File: src/hdl/clpc_pkg.sv
package clpc_pkg;

    localparam int unsigned DAC_LOW    = 0;
    localparam int unsigned DAC_HIGH   = 4095;
    localparam int unsigned LEVEL_FULL = 65535;

    localparam logic [15:0] DAC_LOW_C    = 16'(DAC_LOW);
    localparam logic [15:0] LEVEL_FULL_C = 16'(LEVEL_FULL);
    localparam logic [15:0] LIN_RANGE    = (DAC_HIGH > DAC_LOW) ? 16'(DAC_HIGH - DAC_LOW) : 16'd0;
    localparam logic [15:0] DAC_TOP      = (DAC_HIGH > DAC_LOW) ? 16'(DAC_HIGH) : 16'(DAC_LOW);

    localparam int unsigned CFG_IDX_W  = 3;
    localparam int unsigned CFG_DATA_W = 64;
    localparam int unsigned RAW_W      = 32;

    localparam logic [CFG_IDX_W-1:0] CFG_COMP_ENABLE  = 3'd0;
    localparam logic [CFG_IDX_W-1:0] CFG_GAIN         = 3'd1;
    localparam logic [CFG_IDX_W-1:0] CFG_OFFSET       = 3'd2;
    localparam logic [CFG_IDX_W-1:0] CFG_CAP_EMPTY    = 3'd3;
    localparam logic [CFG_IDX_W-1:0] CFG_CAP_FULL     = 3'd4;
    localparam logic [CFG_IDX_W-1:0] CFG_HEIGHT_SPAN  = 3'd5;
    localparam logic [CFG_IDX_W-1:0] CFG_LEVEL_BP     = 3'd6;
    localparam logic [CFG_IDX_W-1:0] CFG_DAC_BP       = 3'd7;

    localparam int unsigned DIV1_NUM_W = 56;
    localparam int unsigned DIV1_DEN_W = 32;
    localparam int unsigned DIV1_Q_W   = 24;
    localparam int unsigned DIV1_LANES = 4;
    localparam int unsigned DIV2_NUM_W = 32;
    localparam int unsigned DIV2_DEN_W = 16;
    localparam int unsigned DIV2_Q_W   = 16;

    typedef struct packed {
        logic        valid;
        logic [31:0] corr;
    } t_corr;

    typedef struct packed {
        logic [15:0] level;
        logic [23:0] height;
        logic [15:0] lin;
        logic [15:0] direct;
        logic        hold;
        logic [15:0] hval;
        logic [15:0] dlo;
        logic        down;
    } t_cal_side;

endpackage

File: src/hdl/clpc_div.sv
module clpc_div #(
    parameter int unsigned NUM_W  = 56,
    parameter int unsigned DEN_W  = 32,
    parameter int unsigned Q_W    = 24,
    parameter int unsigned LANES  = 1,
    parameter int unsigned SIDE_W = 1
) (
    input  logic                        i_clk,
    input  logic                        i_rst_n,
    input  logic                        i_en,
    input  logic                        i_valid,
    input  logic [LANES-1:0][NUM_W-1:0] i_num,
    input  logic [LANES-1:0][DEN_W-1:0] i_den,
    input  logic [SIDE_W-1:0]           i_side,
    output logic                        o_valid,
    output logic [LANES-1:0][Q_W-1:0]   o_quo,
    output logic [SIDE_W-1:0]           o_side
);
    import clpc_pkg::*;

    logic [Q_W-1:0]                  r_valid;
    logic [LANES-1:0][NUM_W-1:0]     r_rem  [Q_W];
    logic [LANES-1:0][DEN_W-1:0]     r_den  [Q_W];
    logic [LANES-1:0][Q_W-1:0]       r_quo  [Q_W];
    logic [SIDE_W-1:0]               r_side [Q_W];

    for (genvar s = 0; s < Q_W; s++) begin : g_stage
        logic                        w_valid;
        logic [LANES-1:0][NUM_W-1:0] w_rem;
        logic [LANES-1:0][DEN_W-1:0] w_den;
        logic [LANES-1:0][Q_W-1:0]   w_quo;
        logic [SIDE_W-1:0]           w_side;
        logic [LANES-1:0][NUM_W-1:0] n_rem;
        logic [LANES-1:0][Q_W-1:0]   n_quo;
        logic [NUM_W-1:0]            w_sub;
        if (s == 0) begin : g_first
            assign w_valid = i_valid;
            assign w_rem   = i_num;
            assign w_den   = i_den;
            assign w_quo   = '0;
            assign w_side  = i_side;
        end else begin : g_next
            assign w_valid = r_valid[s-1];
            assign w_rem   = r_rem[s-1];
            assign w_den   = r_den[s-1];
            assign w_quo   = r_quo[s-1];
            assign w_side  = r_side[s-1];
        end

        always_comb begin
            w_sub = '0;
            for (int l = 0; l < LANES; l++) begin
                w_sub = NUM_W'(w_den[l]) << (Q_W - 1 - s);
                if (w_rem[l] >= w_sub) begin
                    n_rem[l] = w_rem[l] - w_sub;
                    n_quo[l] = {w_quo[l][Q_W-2:0], 1'b1};
                end else begin
                    n_rem[l] = w_rem[l];
                    n_quo[l] = {w_quo[l][Q_W-2:0], 1'b0};
                end
            end
        end

        always_ff @(posedge i_clk) begin
            if (!i_rst_n) begin
                r_valid[s] <= 1'b0;
            end else if (i_en) begin
                r_valid[s] <= w_valid;
            end
            if (i_en) begin
                r_rem[s]  <= n_rem;
                r_den[s]  <= w_den;
                r_quo[s]  <= n_quo;
                r_side[s] <= w_side;
            end
        end
    end

    assign o_valid = r_valid[Q_W-1];
    assign o_quo   = r_quo[Q_W-1];
    assign o_side  = r_side[Q_W-1];

endmodule

File: config.mk
export PLATFORM = sky130hd
export DESIGN_NAME = clpc_div
export DESIGN_NICKNAME = d
export VERILOG_FILES = /design/src/hdl/clpc_pkg.sv /design/src/hdl/clpc_div.sv
export SDC_FILE = /design/constraint.sdc
export NUM_CORES = 2
export LEC_CHECK = 0
export CAP_MARGIN = 40
export CORE_ASPECT_RATIO = 1.5
export CORE_MARGIN = 3
export CORE_UTILIZATION = 47
export CTS_CLUSTER_SIZE = 20
export DETAILED_ROUTE_END_ITERATION = 10
export DONT_BUFFER_PORTS = 1
export SKIP_LAST_GASP = 1
export SYNTH_ARGS = -nofsm -noshare
export SYNTH_HDL_FRONTEND = slang
export SYNTH_SLANG_ARGS = --single-unit
File: constraint.sdc
create_clock -name i_clk -period 6.6 [get_ports i_clk]
set_clock_uncertainty 0.05 [all_clocks]
set_input_delay 0.33 -clock i_clk [delete_from_list [all_inputs] [get_ports i_clk]]
set_output_delay 0.33 -clock i_clk [all_outputs]
set_load 0.03 [all_outputs]
# Word-level counts from Yosys, hierarchy flattened
# Memories as Yosys holds them, arrays and structs flattened.
# Index checks and enable logic that the tools add are counted.
# word_totals
ff_bits,24
ram_bits,2712
input_bits,93
memories,4
# op_classes
addsub,24
order_cmp,24
mux,50
# memory_table
name,words,width,read_ports,rd_ports_with_merged_regs,write_ports,line,source
r_rem,24,56,23,0,24,clpc_div.sv:22,logic [LANES-1:0][NUM_W-1:0] r_rem [Q_W];
r_den,24,32,23,0,24,clpc_div.sv:23,logic [LANES-1:0][DEN_W-1:0] r_den [Q_W];
r_quo,24,24,24,0,24,clpc_div.sv:24,logic [LANES-1:0][Q_W-1:0] r_quo [Q_W];
r_side,24,1,24,0,24,clpc_div.sv:25,logic [SIDE_W-1:0] r_side [Q_W];
# op_table
operator,n
$mux 56,24
$ge 56x32->1,1
$ge 56x33->1,1
$ge 56x34->1,1
$ge 56x35->1,1
$ge 56x36->1,1
$ge 56x37->1,1
$ge 56x38->1,1
$ge 56x39->1,1
$ge 56x40->1,1
$ge 56x41->1,1
$ge 56x42->1,1
$ge 56x43->1,1
$ge 56x44->1,1
$ge 56x45->1,1
$ge 56x46->1,1
$ge 56x47->1,1
$ge 56x48->1,1
$ge 56x49->1,1
$ge 56x50->1,1
$ge 56x51->1,1
$ge 56x52->1,1
$ge 56x53->1,1
$ge 56x54->1,1
other kinds (26),51

# Longest topological paths before layout
# An unclocked memory read counts as a cell.
# logic_depth
depth_word,3
mapped_depth,17

# Least setup slack after synthesis
# OpenSTA, ideal clock, no wires.
# synth_timing
path_kind,register to register
from,memory r_rem[2][281] (netlist bit)
to,memory r_rem[2][381] (netlist bit) (data pin)
setup_time_ns,0.258
t_arrival_ns,3.558
required_time_ns,6.292
slack_ns,2.734
path_stages_with_launch,17
n_path_buf,1
path_cell_list,edfxtp_1 -> inv_1 -> ha_1 -> inv_1 -> fa_1 -> a211oi_1 -> o21ai_0 -> a311o_1 -> o2111ai_1 -> a211oi_1 -> o21ai_0 -> o21ai_0 -> a2111oi_2 -> nor2b_1 -> buf_2 -> nand4b_1 -> xnor2_1
# synth_lines
element,line
start: declaration,clpc_div.sv:22

==> summary.md <==
The async set-or-reset flop fraction in the synthesized netlist came out at 0%. The total overflow left after global routing is 0. At the end of routability-driven placement, the weighted congestion stood at 0.996. The run gives 61,900 uW as the sum of internal, switching and leakage power.

Hold is met by 0.0197 ns. The storage element area came out at 71,000 um^2. The sequential-to-total area share from yosys stat came out at 55.8%. The number of fill cells is 22,833. CTS placed an instance of sky130_fd_sc_hd__clkbuf_16 at the clock tree root. The library cell used most frequently in the layout, excluding fill and tap cells, is sky130_fd_sc_hd__edfxtp_1. Across the run, the number of max-cap violations was 0.

The area growth from synthesis to layout is 11.0%. The power per cell area was 438 nW/um^2. The logs give 8 for the number of antenna violations at the first check in global routing and 12,082 for the synthesized netlist net count. Summing all multi-input logic gate instances after layout gives 51,700 um^2. The tools report the final setup violation count as 0.

VDD sags by at most 0.000268 V. For this design, the sink count on the clock tree is 2,372. The startpoint identified for the worst register-to-register timing path is r_rem[2][281]$_DFFE_PP_. The post-route netlist has 6.33% of its cells at a drive strength greater than 1.

The core region is 269,000 um^2. In the routed design, unresolved DRC markers number 0. TritonCTS built the clock tree. The count of buffers from port buffering works out to 0. STA classifies the critical path startpoint as a primary input.

After detailed routing, the average wire length per cell comes to 21.1 um. The run gives 11,198 as the number of standard cells after synthesis. For hold timing, the worst endpoint is r_den[0][47]$_DFFE_PP_.

In this run the cell area measured after placement is 132,000 um^2. The total iterations of the first detailed-routing run is 8. The most common flop cell mapped by yosys was sky130_fd_sc_hd__edfxtp_1. In the layout the commonest cells are sky130_fd_sc_hd__edfxtp_1, sky130_fd_sc_hd__a21oi_1, sky130_fd_sc_hd__inv_1, sky130_fd_sc_hd__ha_1, sky130_fd_sc_hd__nor2_1. The maximum clock insertion buffer count is 4, and the final number of hold-violating endpoints is 0. Endpoint of the most critical register-to-register path: r_rem[2][391]$_DFFE_PP_.

The tools report the number of unique standard cell types used by synthesis as 100. The tools report the arrival time reported for the critical path endpoint as 6.49 ns. The number of flops mapped to enable cells by yosys was 2,348; the initial core utilization was 47.3%.

The worst endpoint required time came out at 7.22 ns. Measured along the x axis, the die boundary spans 431 um. The run gives 91,857 as the via count of the first global-routing pass. By startpoint and endpoint, the worst setup path is classified as primary input to register. During synthesis, Yosys emitted a total of 0 warnings. During I/O placement, the number of pins put on the boundary was 119. The vertical extent of the die is 643 um, and the H-tree depth is 4. For this run, the total global-route usage over all layers was measured as 22.7%.

At the pin with the least slew margin, the transition time is 1.33 ns. The total half-perimeter wirelength after legalization and detailed placement was 244,000 um. Class of the tightest hold or removal check: primary input to register. After synthesis the netlist holds a flip-flop and latch count of 2,372.

The worst hold path was traced through 2 stages. The cell depth of the worst flop-to-flop path was 16. The analysis attributes to cell leakage a power of 0.0550 uW. After layout, the minimum clock period comes to 5.87 ns. The worst setup path is captured at a register.

The worst pin sits at a relative slew slack of 11.4%. The run gives 0 as the remaining antenna violation count after routing. The clock insertion delay at the later pin of the skew report is 0.94 ns.

The count of routing violations after the opening detailed-route iteration came out at 4,032. Wire length reported by the detailed router: 320,000 um. The number of slew-limit violations in the final report is 0. The run finished with clean final reports. Setup repair after global routing left no endpoint under its margin. The first-pass GRT wire length was 487,000 um; the largest net degree at the start of global routing was 261.

After clock tree synthesis, the clock-pin slew on the worst setup and hold paths is 0.06 ns. Averaged over all synthesized cells, the footprint is 11.4 um^2. The period utilization is 89.0%. Setup slack on the worst reg-to-reg path comes out at 1.21 ns. The number of clock buffers added by TritonCTS is 237. The highest attainable clock frequency is 170 MHz, and the mean number of vias per cell is 5.66. The tools report the worst min-delay path startpoint as i_en. The logs give 0 for the number of resized instances in the post-cts repair step and 141,000 um^2 for the post-layout instance area.

In this run the worst path has a maximum fanout of 40. Die area: 277,000 um^2. The detailed-route via count is 85,778, and the combined area of all synthesized cells is 127,000 um^2.

At the end of the flow, the number of nets in the layout was 12,316. The run gives 233 as the placement row count.
## cell usage after synthesis, types with 17 or more instances
library cell	number	area (um^2)
sky130_fd_sc_hd__and2_1	31	194
sky130_fd_sc_hd__o211ai_1	41	308
sky130_fd_sc_hd__o21ai_0	622	3110
sky130_fd_sc_hd__nor4_1	144	901
sky130_fd_sc_hd__nor2_1	765	2870
sky130_fd_sc_hd__edfxtp_1	2348	70500
sky130_fd_sc_hd__a31o_2	22	193
sky130_fd_sc_hd__mux2_2	163	1840
sky130_fd_sc_hd__nand3_1	182	911
sky130_fd_sc_hd__or2_2	26	163
sky130_fd_sc_hd__xnor2_1	508	4450
sky130_fd_sc_hd__inv_1	978	3670
sky130_fd_sc_hd__xor2_1	404	3540
sky130_fd_sc_hd__o2111ai_1	23	201
sky130_fd_sc_hd__fa_1	23	460
sky130_fd_sc_hd__a31oi_1	83	519
sky130_fd_sc_hd__buf_1	22	82.6
sky130_fd_sc_hd__a211o_1	17	149
sky130_fd_sc_hd__a21oi_1	1046	5240
sky130_fd_sc_hd__o31ai_1	52	390
sky130_fd_sc_hd__a21o_1	430	3230
sky130_fd_sc_hd__nor3_1	201	1010
sky130_fd_sc_hd__clkbuf_1	243	912
sky130_fd_sc_hd__and3_1	73	457
sky130_fd_sc_hd__nand2b_1	143	895
sky130_fd_sc_hd__buf_2	23	115
sky130_fd_sc_hd__o21bai_1	92	691
sky130_fd_sc_hd__nor2b_1	131	820
sky130_fd_sc_hd__nand3b_1	21	158
sky130_fd_sc_hd__a21boi_0	25	188
sky130_fd_sc_hd__o41ai_1	18	158
sky130_fd_sc_hd__nand4_1	157	982
sky130_fd_sc_hd__ha_1	768	9610
sky130_fd_sc_hd__dfxtp_1	24	480
sky130_fd_sc_hd__mux2i_1	30	300
sky130_fd_sc_hd__a2111oi_0	30	263
sky130_fd_sc_hd__nor4b_1	20	175
sky130_fd_sc_hd__a211oi_1	73	548
sky130_fd_sc_hd__or4_1	47	353
sky130_fd_sc_hd__and4_1	20	175
sky130_fd_sc_hd__o21a_1	87	653
sky130_fd_sc_hd__nor3b_1	24	180
sky130_fd_sc_hd__nand2_1	726	2730
sky130_fd_sc_hd__or3_1	48	300
## registers in the layout, summed over array words and instances (netlist names)
signal / cells
r_den: 736
r_rem: 1288
g_stage.w_valid: 23
r_side: 24
r_quo: 300
o_valid: 1
## per-layer routing
layer,global-route usage (%),share of wire [%]
met5,0,0
met4,18.9,9.4
met3,2.41,2.5
met1,15.6,27
met2,50.0,61
## per-stage QoR
step                utilization [%]  cells   TNS, ns  worst slack [ns]
floorplan                         -  11198         0              2.73
global placement               48.9  14515  -1155.09             -2.56
detailed placement             49.0  14555  -1252.03             -2.71
CTS                            52.5  15136         0             0.149
global route                   52.5  15152         0             0.494
finish                         52.5  15154         0             0.727
## report_power, final
part           internal, uW  total [uW]  switching (uW)
Combinational         10400       25300           14900
Sequential            21300       23200            1960
Clock                  7680       13400            5710
## how the worst max path moves through the flow
stage                                 start                      end  slack, ns  cells after the start
global route                           i_en  r_rem[2][246]$_DFFE_PP_       0.49                     10
detailed placement                     i_en  r_rem[2][383]$_DFFE_PP_      -2.71                      9
floorplan           r_rem[2][281]$_DFFE_PP_  r_rem[2][381]$_DFFE_PP_       2.73                     16
CTS                                    i_en  r_rem[2][380]$_DFFE_PP_       0.15                      9
global placement                       i_en  r_rem[2][384]$_DFFE_PP_      -2.56                      9
finish                             i_den[1]   r_rem[0][26]$_DFFE_PP_       0.73                     16
## what timing repair did
item / in CTS / in global routing
endpoints found under the setup margin: 541 / 208
endpoints found under the hold margin: 150 / 65
cloned: 4 / 1
hold buffers: 155 / 2
pin swaps: 0 / 0
setup buffers: 0 / 0
## area by class of cell
type / instances / share of cell area (%)
timing repair buffer: 288 / 2.11
clock inverter: 135 / 0.910
tap: 3525 / 3.12
inverter: 980 / 2.60
antenna: 14 / 0.0248
clock buffer: 287 / 4.44
multi-input combinational: 7553 / 36.6
sequential: 2372 / 50.2
## worst max-delay path, cell delays in order
cell                            delay, ns
sky130_fd_sc_hd__dlygate4sd3_1       0.54
sky130_fd_sc_hd__dlygate4sd3_1       0.62
sky130_fd_sc_hd__inv_1               0.06
sky130_fd_sc_hd__ha_1                0.28
sky130_fd_sc_hd__nor2b_1             0.17
sky130_fd_sc_hd__o31a_1              0.22
sky130_fd_sc_hd__nor4_1              0.13
sky130_fd_sc_hd__o31ai_1             0.74
sky130_fd_sc_hd__a21oi_1             0.23
sky130_fd_sc_hd__a21o_1              0.35
sky130_fd_sc_hd__o41a_1              0.29
sky130_fd_sc_hd__o21ai_0             0.41
sky130_fd_sc_hd__a21o_2              0.74
sky130_fd_sc_hd__buf_4               0.38
sky130_fd_sc_hd__mux2_2              0.37
sky130_fd_sc_hd__dlygate4sd3_1       0.56
## kinds of logic after synthesis
group,count (synthesis),synth area share (%)
flops,2372,55.8
xor+xnor,912,6.27
buf+inv,1273,3.79
fa+ha+maj,791,7.91
compound gates,2843,13.7
mux,195,1.70
simple gates,2812,10.8
(Power assumes the default switching activity.)
