<file path="config.mk">
export PLATFORM = sky130hd
export DESIGN_NAME = clpc_corr
export DESIGN_NICKNAME = d
export VERILOG_FILES = /design/src/hdl/clpc_pkg.sv /design/src/hdl/clpc_corr.sv
export SDC_FILE = /design/constraint.sdc
export NUM_CORES = 2
export LEC_CHECK = 0
export ABC_AREA = 0
export BUFFER_PORTS_ARGS = -buffer_cell sky130_fd_sc_hd__buf_2
export CAP_MARGIN = 5
export CORE_MARGIN = 3
export CORE_UTILIZATION = 24
export CTS_CLUSTER_SIZE = 16
export DETAILED_ROUTE_END_ITERATION = 8
export MAX_ROUTING_LAYER = met4
export PLACE_DENSITY = 0.41
export SLEW_MARGIN = 20
export SYNTH_ARGS = -nofsm -noshare
export SYNTH_HDL_FRONTEND = slang
export SYNTH_SLANG_ARGS = --single-unit
export TNS_END_PERCENT = 30
</file>
<file path="constraint.sdc">
create_clock -name i_clk -period 17.4 [get_ports i_clk]
set_input_delay 1.74 -clock i_clk [delete_from_list [all_inputs] [get_ports i_clk]]
set_output_delay 1.74 -clock i_clk [all_outputs]
set_load 0.01 [all_outputs]
</file>
<file path="src/hdl/clpc_pkg.sv">
package clpc_pkg;

    localparam int unsigned DAC_LOW    = 0;
    localparam int unsigned DAC_HIGH   = 4095;
    localparam int unsigned LEVEL_FULL = 65535;

    localparam logic [15:0] DAC_LOW_C    = 16'(DAC_LOW);
    localparam logic [15:0] LEVEL_FULL_C = 16'(LEVEL_FULL);
    localparam logic [15:0] LIN_RANGE    = (DAC_HIGH > DAC_LOW) ? 16'(DAC_HIGH - DAC_LOW) : 16'd0;
    localparam logic [15:0] DAC_TOP      = (DAC_HIGH > DAC_LOW) ? 16'(DAC_HIGH) : 16'(DAC_LOW);

    localparam int unsigned CFG_IDX_W  = 3;
    localparam int unsigned CFG_DATA_W = 64;
    localparam int unsigned RAW_W      = 32;

    localparam logic [CFG_IDX_W-1:0] CFG_COMP_ENABLE  = 3'd0;
    localparam logic [CFG_IDX_W-1:0] CFG_GAIN         = 3'd1;
    localparam logic [CFG_IDX_W-1:0] CFG_OFFSET       = 3'd2;
    localparam logic [CFG_IDX_W-1:0] CFG_CAP_EMPTY    = 3'd3;
    localparam logic [CFG_IDX_W-1:0] CFG_CAP_FULL     = 3'd4;
    localparam logic [CFG_IDX_W-1:0] CFG_HEIGHT_SPAN  = 3'd5;
    localparam logic [CFG_IDX_W-1:0] CFG_LEVEL_BP     = 3'd6;
    localparam logic [CFG_IDX_W-1:0] CFG_DAC_BP       = 3'd7;

    localparam int unsigned DIV1_NUM_W = 56;
    localparam int unsigned DIV1_DEN_W = 32;
    localparam int unsigned DIV1_Q_W   = 24;
    localparam int unsigned DIV1_LANES = 4;
    localparam int unsigned DIV2_NUM_W = 32;
    localparam int unsigned DIV2_DEN_W = 16;
    localparam int unsigned DIV2_Q_W   = 16;

    typedef struct packed {
        logic        valid;
        logic [31:0] corr;
    } t_corr;

    typedef struct packed {
        logic [15:0] level;
        logic [23:0] height;
        logic [15:0] lin;
        logic [15:0] direct;
        logic        hold;
        logic [15:0] hval;
        logic [15:0] dlo;
        logic        down;
    } t_cal_side;

endpackage

</file>
<file path="src/hdl/clpc_corr.sv">
module clpc_corr (
    input  logic                        i_clk,
    input  logic                        i_rst_n,
    input  logic                        i_en,
    input  logic                        i_valid,
    input  logic [clpc_pkg::RAW_W-1:0]  i_raw,
    input  logic                        i_comp_enable,
    input  logic [15:0]                 i_gain,
    input  logic [15:0]                 i_offset,
    output clpc_pkg::t_corr             o_corr
);
    import clpc_pkg::*;

    localparam logic [1:0] MODE_BYPASS = 2'd0;
    localparam logic [1:0] MODE_ZERO   = 2'd1;
    localparam logic [1:0] MODE_SAT    = 2'd2;
    localparam logic [1:0] MODE_DIV    = 2'd3;
    localparam logic [47:0] BIAS    = 48'd10000;
    localparam logic [47:0] SAT_LIM = 48'd429496729600;
    localparam int unsigned STEPS = 4;

    function automatic logic [14:0] div100_byte(input logic [6:0] rem_in, input logic [7:0] bits);
        logic [6:0] rem;
        logic [7:0] acc;
        logic [7:0] quo;
        rem = rem_in;
        quo = '0;
        for (int i = 7; i >= 0; i--) begin
            acc = {rem, bits[i]};
            if (acc >= 8'd100) begin
                quo[i] = 1'b1;
                rem    = 7'(acc - 8'd100);
            end else begin
                rem = acc[6:0];
            end
        end
        return {rem, quo};
    endfunction

    logic        r_a_valid;
    logic [47:0] r_a_t;
    logic [31:0] r_a_raw;

    always_ff @(posedge i_clk) begin
        if (!i_rst_n) begin
            r_a_valid <= 1'b0;
        end else if (i_en) begin
            r_a_valid <= i_valid;
        end
        if (i_en) begin
            r_a_t   <= 48'(i_raw) * 48'(i_gain) + 48'(i_offset);
            r_a_raw <= i_raw;
        end
    end

    logic        r_b_valid;
    logic [1:0]  r_b_mode;
    logic [38:0] r_b_u;
    logic [1:0]  n_b_mode;
    logic [38:0] n_b_u;
    logic [47:0] w_diff;

    always_comb begin
        w_diff = r_a_t - BIAS;
        if (!i_comp_enable) begin
            n_b_mode = MODE_BYPASS;
            n_b_u    = {7'd0, r_a_raw};
        end else if (r_a_t < BIAS) begin
            n_b_mode = MODE_ZERO;
            n_b_u    = '0;
        end else if (w_diff >= SAT_LIM) begin
            n_b_mode = MODE_SAT;
            n_b_u    = '0;
        end else begin
            n_b_mode = MODE_DIV;
            n_b_u    = w_diff[38:0];
        end
    end

    always_ff @(posedge i_clk) begin
        if (!i_rst_n) begin
            r_b_valid <= 1'b0;
        end else if (i_en) begin
            r_b_valid <= r_a_valid;
        end
        if (i_en) begin
            r_b_mode <= n_b_mode;
            r_b_u    <= n_b_u;
        end
    end

    logic [STEPS-1:0] r_c_valid;
    logic [1:0]       r_c_mode [STEPS];
    logic [6:0]       r_c_rem  [STEPS];
    logic [31:0]      r_c_low  [STEPS];
    logic [31:0]      r_c_quo  [STEPS];

    for (genvar s = 0; s < STEPS; s++) begin : g_step
        logic        w_valid;
        logic [1:0]  w_mode;
        logic [6:0]  w_rem;
        logic [31:0] w_low;
        logic [31:0] w_quo;
        logic [14:0] w_res;
        if (s == 0) begin : g_first
            assign w_valid = r_b_valid;
            assign w_mode  = r_b_mode;
            assign w_rem   = r_b_u[38:32];
            assign w_low   = r_b_u[31:0];
            assign w_quo   = '0;
        end else begin : g_next
            assign w_valid = r_c_valid[s-1];
            assign w_mode  = r_c_mode[s-1];
            assign w_rem   = r_c_rem[s-1];
            assign w_low   = r_c_low[s-1];
            assign w_quo   = r_c_quo[s-1];
        end
        assign w_res = div100_byte(w_rem, w_low[31-8*s -: 8]);

        always_ff @(posedge i_clk) begin
            if (!i_rst_n) begin
                r_c_valid[s] <= 1'b0;
            end else if (i_en) begin
                r_c_valid[s] <= w_valid;
            end
            if (i_en) begin
                r_c_mode[s] <= w_mode;
                r_c_rem[s]  <= w_res[14:8];
                r_c_low[s]  <= w_low;
                r_c_quo[s]  <= {w_quo[23:0], w_res[7:0]};
            end
        end
    end

    logic        r_d_valid;
    logic [31:0] r_d_corr;
    logic [31:0] n_d_corr;

    always_comb begin
        case (r_c_mode[STEPS-1])
            MODE_BYPASS: n_d_corr = r_c_low[STEPS-1];
            MODE_ZERO:   n_d_corr = '0;
            MODE_SAT:    n_d_corr = '1;
            default:     n_d_corr = r_c_quo[STEPS-1];
        endcase
    end

    always_ff @(posedge i_clk) begin
        if (!i_rst_n) begin
            r_d_valid <= 1'b0;
        end else if (i_en) begin
            r_d_valid <= r_c_valid[STEPS-1];
        end
        if (i_en) begin
            r_d_corr <= n_d_corr;
        end
    end

    assign o_corr.valid = r_d_valid;
    assign o_corr.corr  = r_d_corr;

endmodule

</file>
Word level (Yosys, flattened, before mapping)

Memory sizes are Yosys's and may differ from the RTL's.
Cells that the tools add are included.
Widths: inputs -> output; s select.

Register bits: 160
Logic and storage cells: 165
Output and inout port bits: 33
Memories: 4
Memory bits (writable): 292

Memory list:

| memory   | words | bits a word | rd ports | clocked after memory_dff | wr ports | line            | RTL |
|---|---|---|---|---|---|---|---|
| r_c_low  | 4     | 32          | 4        | 0                        | 4        | clpc_corr.sv:95 | `logic [31:0] r_c_low [STEPS];` |
| r_c_quo  | 4     | 32          | 4        | 0                        | 4        | clpc_corr.sv:96 | `logic [31:0] r_c_quo [STEPS];` |
| r_c_rem  | 4     | 7           | 3        | 0                        | 4        | clpc_corr.sv:94 | `logic [6:0] r_c_rem [STEPS];` |
| r_c_mode | 4     | 2           | 4        | 0                        | 4        | clpc_corr.sv:93 | `logic [1:0] r_c_mode [STEPS];` |

Reductions and logical operators: 3
Add/subtract/negate cells: 34
Equal/unequal tests: 2
Bitwise gates (word level): 1
$mul: 1
Magnitude comparators: 34
Mux-type cells: 72

Operator list:

| operator               | count |
|---|---|
| $ge 8x7->1 const B     | 32 |
| $mux 7                 | 32 |
| $sub 7x7->7 const B    | 32 |
| $mux 32                | 3 |
| $pmux 32 s3            | 1 |
| $add 48x16->48         | 1 |
| $ge 48x39->1 const B   | 1 |
| $lt 48x14->1 const B   | 1 |
| $mul 32x16->48         | 1 |
| $sub 48x14->48 const B | 1 |
| $mux 1                 | 36 |
| $reduce_or 3->1        | 1 |
| $eq 2x1->1 const B     | 1 |
| $eq 2x2->1 const B     | 1 |
| $logic_not 2->1        | 1 |
| $reduce_or 2->1        | 1 |
| $not 1->1              | 1 |

Longest topological paths before layout

An unclocked memory read counts as a cell.

Depth in word-level cells: 17
Mapped depth: 49
Mapped depth without buffers: 47

Worst setup path before layout

No wires, ideal clock.

Kind: register -> register
Start: memory r_c_rem[1][2]
End: memory r_c_rem[2][5], data pin
Path slack: 7890 ps
Clock period less this slack: 9510 ps
Path buffers: 2
Arrival: 9248 ps
Cell stages (with the launch flop): 49
Setup time: 263 ps
Data required time: 17137 ps
Cell sequence: edfxtp_1 inv_1 ha_1 or3b_4 a21oi_4 xnor2_2 inv_1 ha_1 o2111ai_2 and2_1 buf_2 a21o_1 ha_1 and2_1 and4_1 o21ai_2 a21oi_4 xnor2_1 [13 not listed] nand2_1 a211o_1 a31o_1 buf_6 xnor2_1 inv_1 ha_1 o311ai_0 mux2i_1 o31ai_4 xnor2_1 ha_1 nand2_1 mux2i_1 a21boi_1 o21ai_2 o21ai_2 xor2_1

RTL lines:

| what        | line |
|---|---|
| from (decl) | clpc_corr.sv:94 |

==> results.txt <==
For the worst flop-to-flop path, the logic depth is 46. The total number of vias was 25000; the clock latency on the worst-skew pair was 580 ps. The starting utilization of the core area is 0.242. The overall routing resource usage is 0.133, and the first-pass iteration count of the detailed router is 5. No sink is reached through more buffers than the 3 on the longest clock path.

The final period utilization is 0.626. The number of enable flip-flop cells after synthesis is 384, and the fraction of synthesized cell area in xor and xnor cells is 0.0270. The flow ran to the end, and the final reports show no timing, DRC or antenna violations. The maximum fanout along the worst path works out to 10. The normalized max-slew margin is 0.291.

In this run the cell area of the synthesized design comes to 36500 sq um. The final number of hold-violating endpoints is 0. The HPWL after detailed placement is 70.8 mm, and the clock edge transition at the registers on the reported setup and hold paths is 60 ps. The run gives 11220 ps as the arrival time of the worst setup path. The run gives 0.269 as the final design utilization. The fraction of layout cells with a size suffix above 1 was 0.0844. The async set-reset flop share out of synthesis is 0. The adder and majority gate portion of the synthesized area was 0.298; the number of warnings printed during yosys synthesis was 0.

The main combinational cell family by area after synthesis is adder cells. The initialized floorplan defines 142 standard-cell rows. For the final-report max-slew violation count, the log shows 0. The first global-routing pass estimated 158 mm of wire.

After synthesis, the netlist uses 123 different library cells. The run gives 17720 ps as the required time at the worst-slack endpoint. The number of nets in the synthesized netlist is 4229. Using the TritonRoute via totals, the vias-per-cell ratio works out to 4.44.

The tools report the sum of negative setup slack as 0 ps. In this run the vertical extent of the chip is 396 um. The synthesized design contains 391 register bits. In this run, post-CTS hold repair placed 0 buffers. In the routed design, unresolved DRC markers number 0. The endpoint class of the critical path is a flip-flop. The average instance area after synthesis works out to 10.3 sq um.

For this design, the sink count on the clock tree is 391. The most numerous cell type found on the critical path is sky130_fd_sc_hd__ha_1. The cell with the largest stage delay on the worst path is sky130_fd_sc_hd__a311oi_1.

For the count of antenna-violating nets left after detailed routing, the log shows 0. The initial antenna violation count is 6, and the number of buffers inserted during clock tree synthesis is 44. For this design the top-level I/O count stands at 102. The run gives 3552 as the synthesized instance count. The via count of the first global-routing pass was 26300.

The run gives 0 as the number of resized instances in the post-cts repair step. CTS placed an instance of sky130_fd_sc_hd__clkbuf_16 at the clock tree root. Total global routing overflow: 0. The worst hold path passes through 0 cells. Type of the worst setup path: flip-flop to flip-flop. The number of DRC markers in iteration 0 is 1520. The primary flip-flop cell chosen by synthesis mapping was sky130_fd_sc_hd__edfxtp_1. The simple-gate portion of the synthesized area came out at 0.138. The tools report the total wire length as 100 mm.

The measured slew at the worst slew-check pin is 1060 ps, and the total setup buffers inserted after CTS is 0. The post-synthesis compound-gate area fraction was 0.120; the placer congestion estimate was 0.794. The proportion of synthesized area in mux cells is 0.0196, and the post-route minimum period is 10900 ps. The peak clock frequency supported by timing is 91.7 MHz. The floorplan step defined a die boundary enclosing 157000 sq um. The clock tree skew after final layout is 21.9 ps, and the die width is 396 um. The tightest min-delay check is of the flip-flop to flip-flop type. In this run the standard cell core region covers 150000 sq um. Maximum cell stage delay along the critical path: 520 ps. Sequential-to-total area share from yosys stat: 0.320.

Setup repair after global routing left no endpoint under its margin. Across the run, the number of max-cap violations was 0. During placement, the flow inserted port buffers numbering 101. The worst setup path is launched from a flip-flop. Entering global routing, the biggest net connects 101 pins. The area growth from synthesis to layout is 11.1%. The total setup violations reported at the end of the flow was 0; the detail-routed net length per standard cell was 17.8 um. For the total number of nets in the final design, the log shows 4270.

The H-tree depth is 2. TritonCTS built the clock tree.
critical path, delay by kind of cell, from the launching register on:
kind                     cells  cell delay [ps]
multiplexers                 2              440
AND/OR/NAND/NOR              8             1430
AO/OA/AOI/OAI               17             4080
buffers and inverters        4              500
XOR/XNOR                     7             1680
flip-flops                   1              400
adder cells (fa/ha/maj)      8             2100
through the flow:
stage	hold slack, ps	cells	setup WS (ps)	area [sq um]
final	404	5644	6500	40600
after global routing	412	5642	5410	40600
after CTS	402	5642	6550	40600
after detailed placement	405	5563	6550	39200
after global placement	400	5563	6800	39200
after floorplan	400	3552	7890	36500
cells in the mapped netlist, types with 39 or more instances:
cell	count	area share
sky130_fd_sc_hd__and2_1	165	0.028
sky130_fd_sc_hd__nand3_1	51	0.0070
sky130_fd_sc_hd__nor2_1	109	0.011
sky130_fd_sc_hd__a21o_1	40	0.0082
sky130_fd_sc_hd__o21ai_0	71	0.0097
sky130_fd_sc_hd__a21oi_1	155	0.021
sky130_fd_sc_hd__nor3_1	57	0.0078
sky130_fd_sc_hd__ha_1	174	0.060
sky130_fd_sc_hd__edfxtp_1	384	0.32
sky130_fd_sc_hd__inv_1	610	0.063
sky130_fd_sc_hd__clkbuf_1	118	0.012
sky130_fd_sc_hd__nand2_1	492	0.051
sky130_fd_sc_hd__mux2i_1	39	0.011
sky130_fd_sc_hd__xnor2_1	81	0.019
sky130_fd_sc_hd__fa_1	434	0.24
registers in the layout, indices dropped and copies added (netlist names):
name / count
r_a_t: 48
r_a_raw: 32
r_c_valid: 1
g_step.w_mode: 2
r_a_valid: 1
r_d_valid: 1
g_step.w_valid: 4
r_c_quo: 80
r_c_rem: 15
r_d_corr: 32
r_c_low: 128
r_b_u: 39
r_c_mode: 8
layer usage:
metal,vias to the layer above,track usage,share of wire
met5,-,-,0
met4,0,0.0244,0.017
met3,101,0.0123,0.035
met2,434,0.201,0.44
met1,12600,0.194,0.51
li1,11900,-,-
path summary, 6_finish.rpt:
path / end / slack, ps / startpoint
setup / recovery: r_c_rem[2][5]$_DFFE_PP_ / 6500 / r_c_rem[1][2]$_DFFE_PP_
hold / removal: r_c_quo[3][20]$_DFFE_PP_ / 400 / r_c_quo[2][12]$_DFFE_PP_
setup reg to reg: r_c_rem[2][5]$_DFFE_PP_ / 6500 / r_c_rem[1][2]$_DFFE_PP_
hold reg to reg: r_c_quo[3][20]$_DFFE_PP_ / 400 / r_c_quo[2][12]$_DFFE_PP_
logic make-up (layout without fill, tap and decap cells):
group	Yosys count	after routing
simple gates	1042	1042
buf+inv	745	819
fa+ha+maj	608	608
compound gates	589	589
flops	391	391
xor+xnor	110	110
mux	67	67
other cells	0	2
final cells by class:
class                   instances  area [sq um]
diodes                          2          5.00
clock inverters                24           203
repair buffers                124           688
inverters                     616          2310
clock buffers                  55          1160
well taps                    2016          2520
multi-input cells            2416         22000
flip-flops and latches        391         11700
fillers                     16100        110000
placed cells by master (no fill, tap or decap), drive strengths merged, types with 60 or more instances in the layout:
master,instances
inv,613
nand2,494
fa,434
edfxtp,384
ha,174
and2,165
a21oi,161
buf,124
nor2,113
o21ai,83
xnor2,82
nor3,60
Power is not shown: default switching activity piles up to over one toggle a cycle in this logic, so the estimate is an artifact.
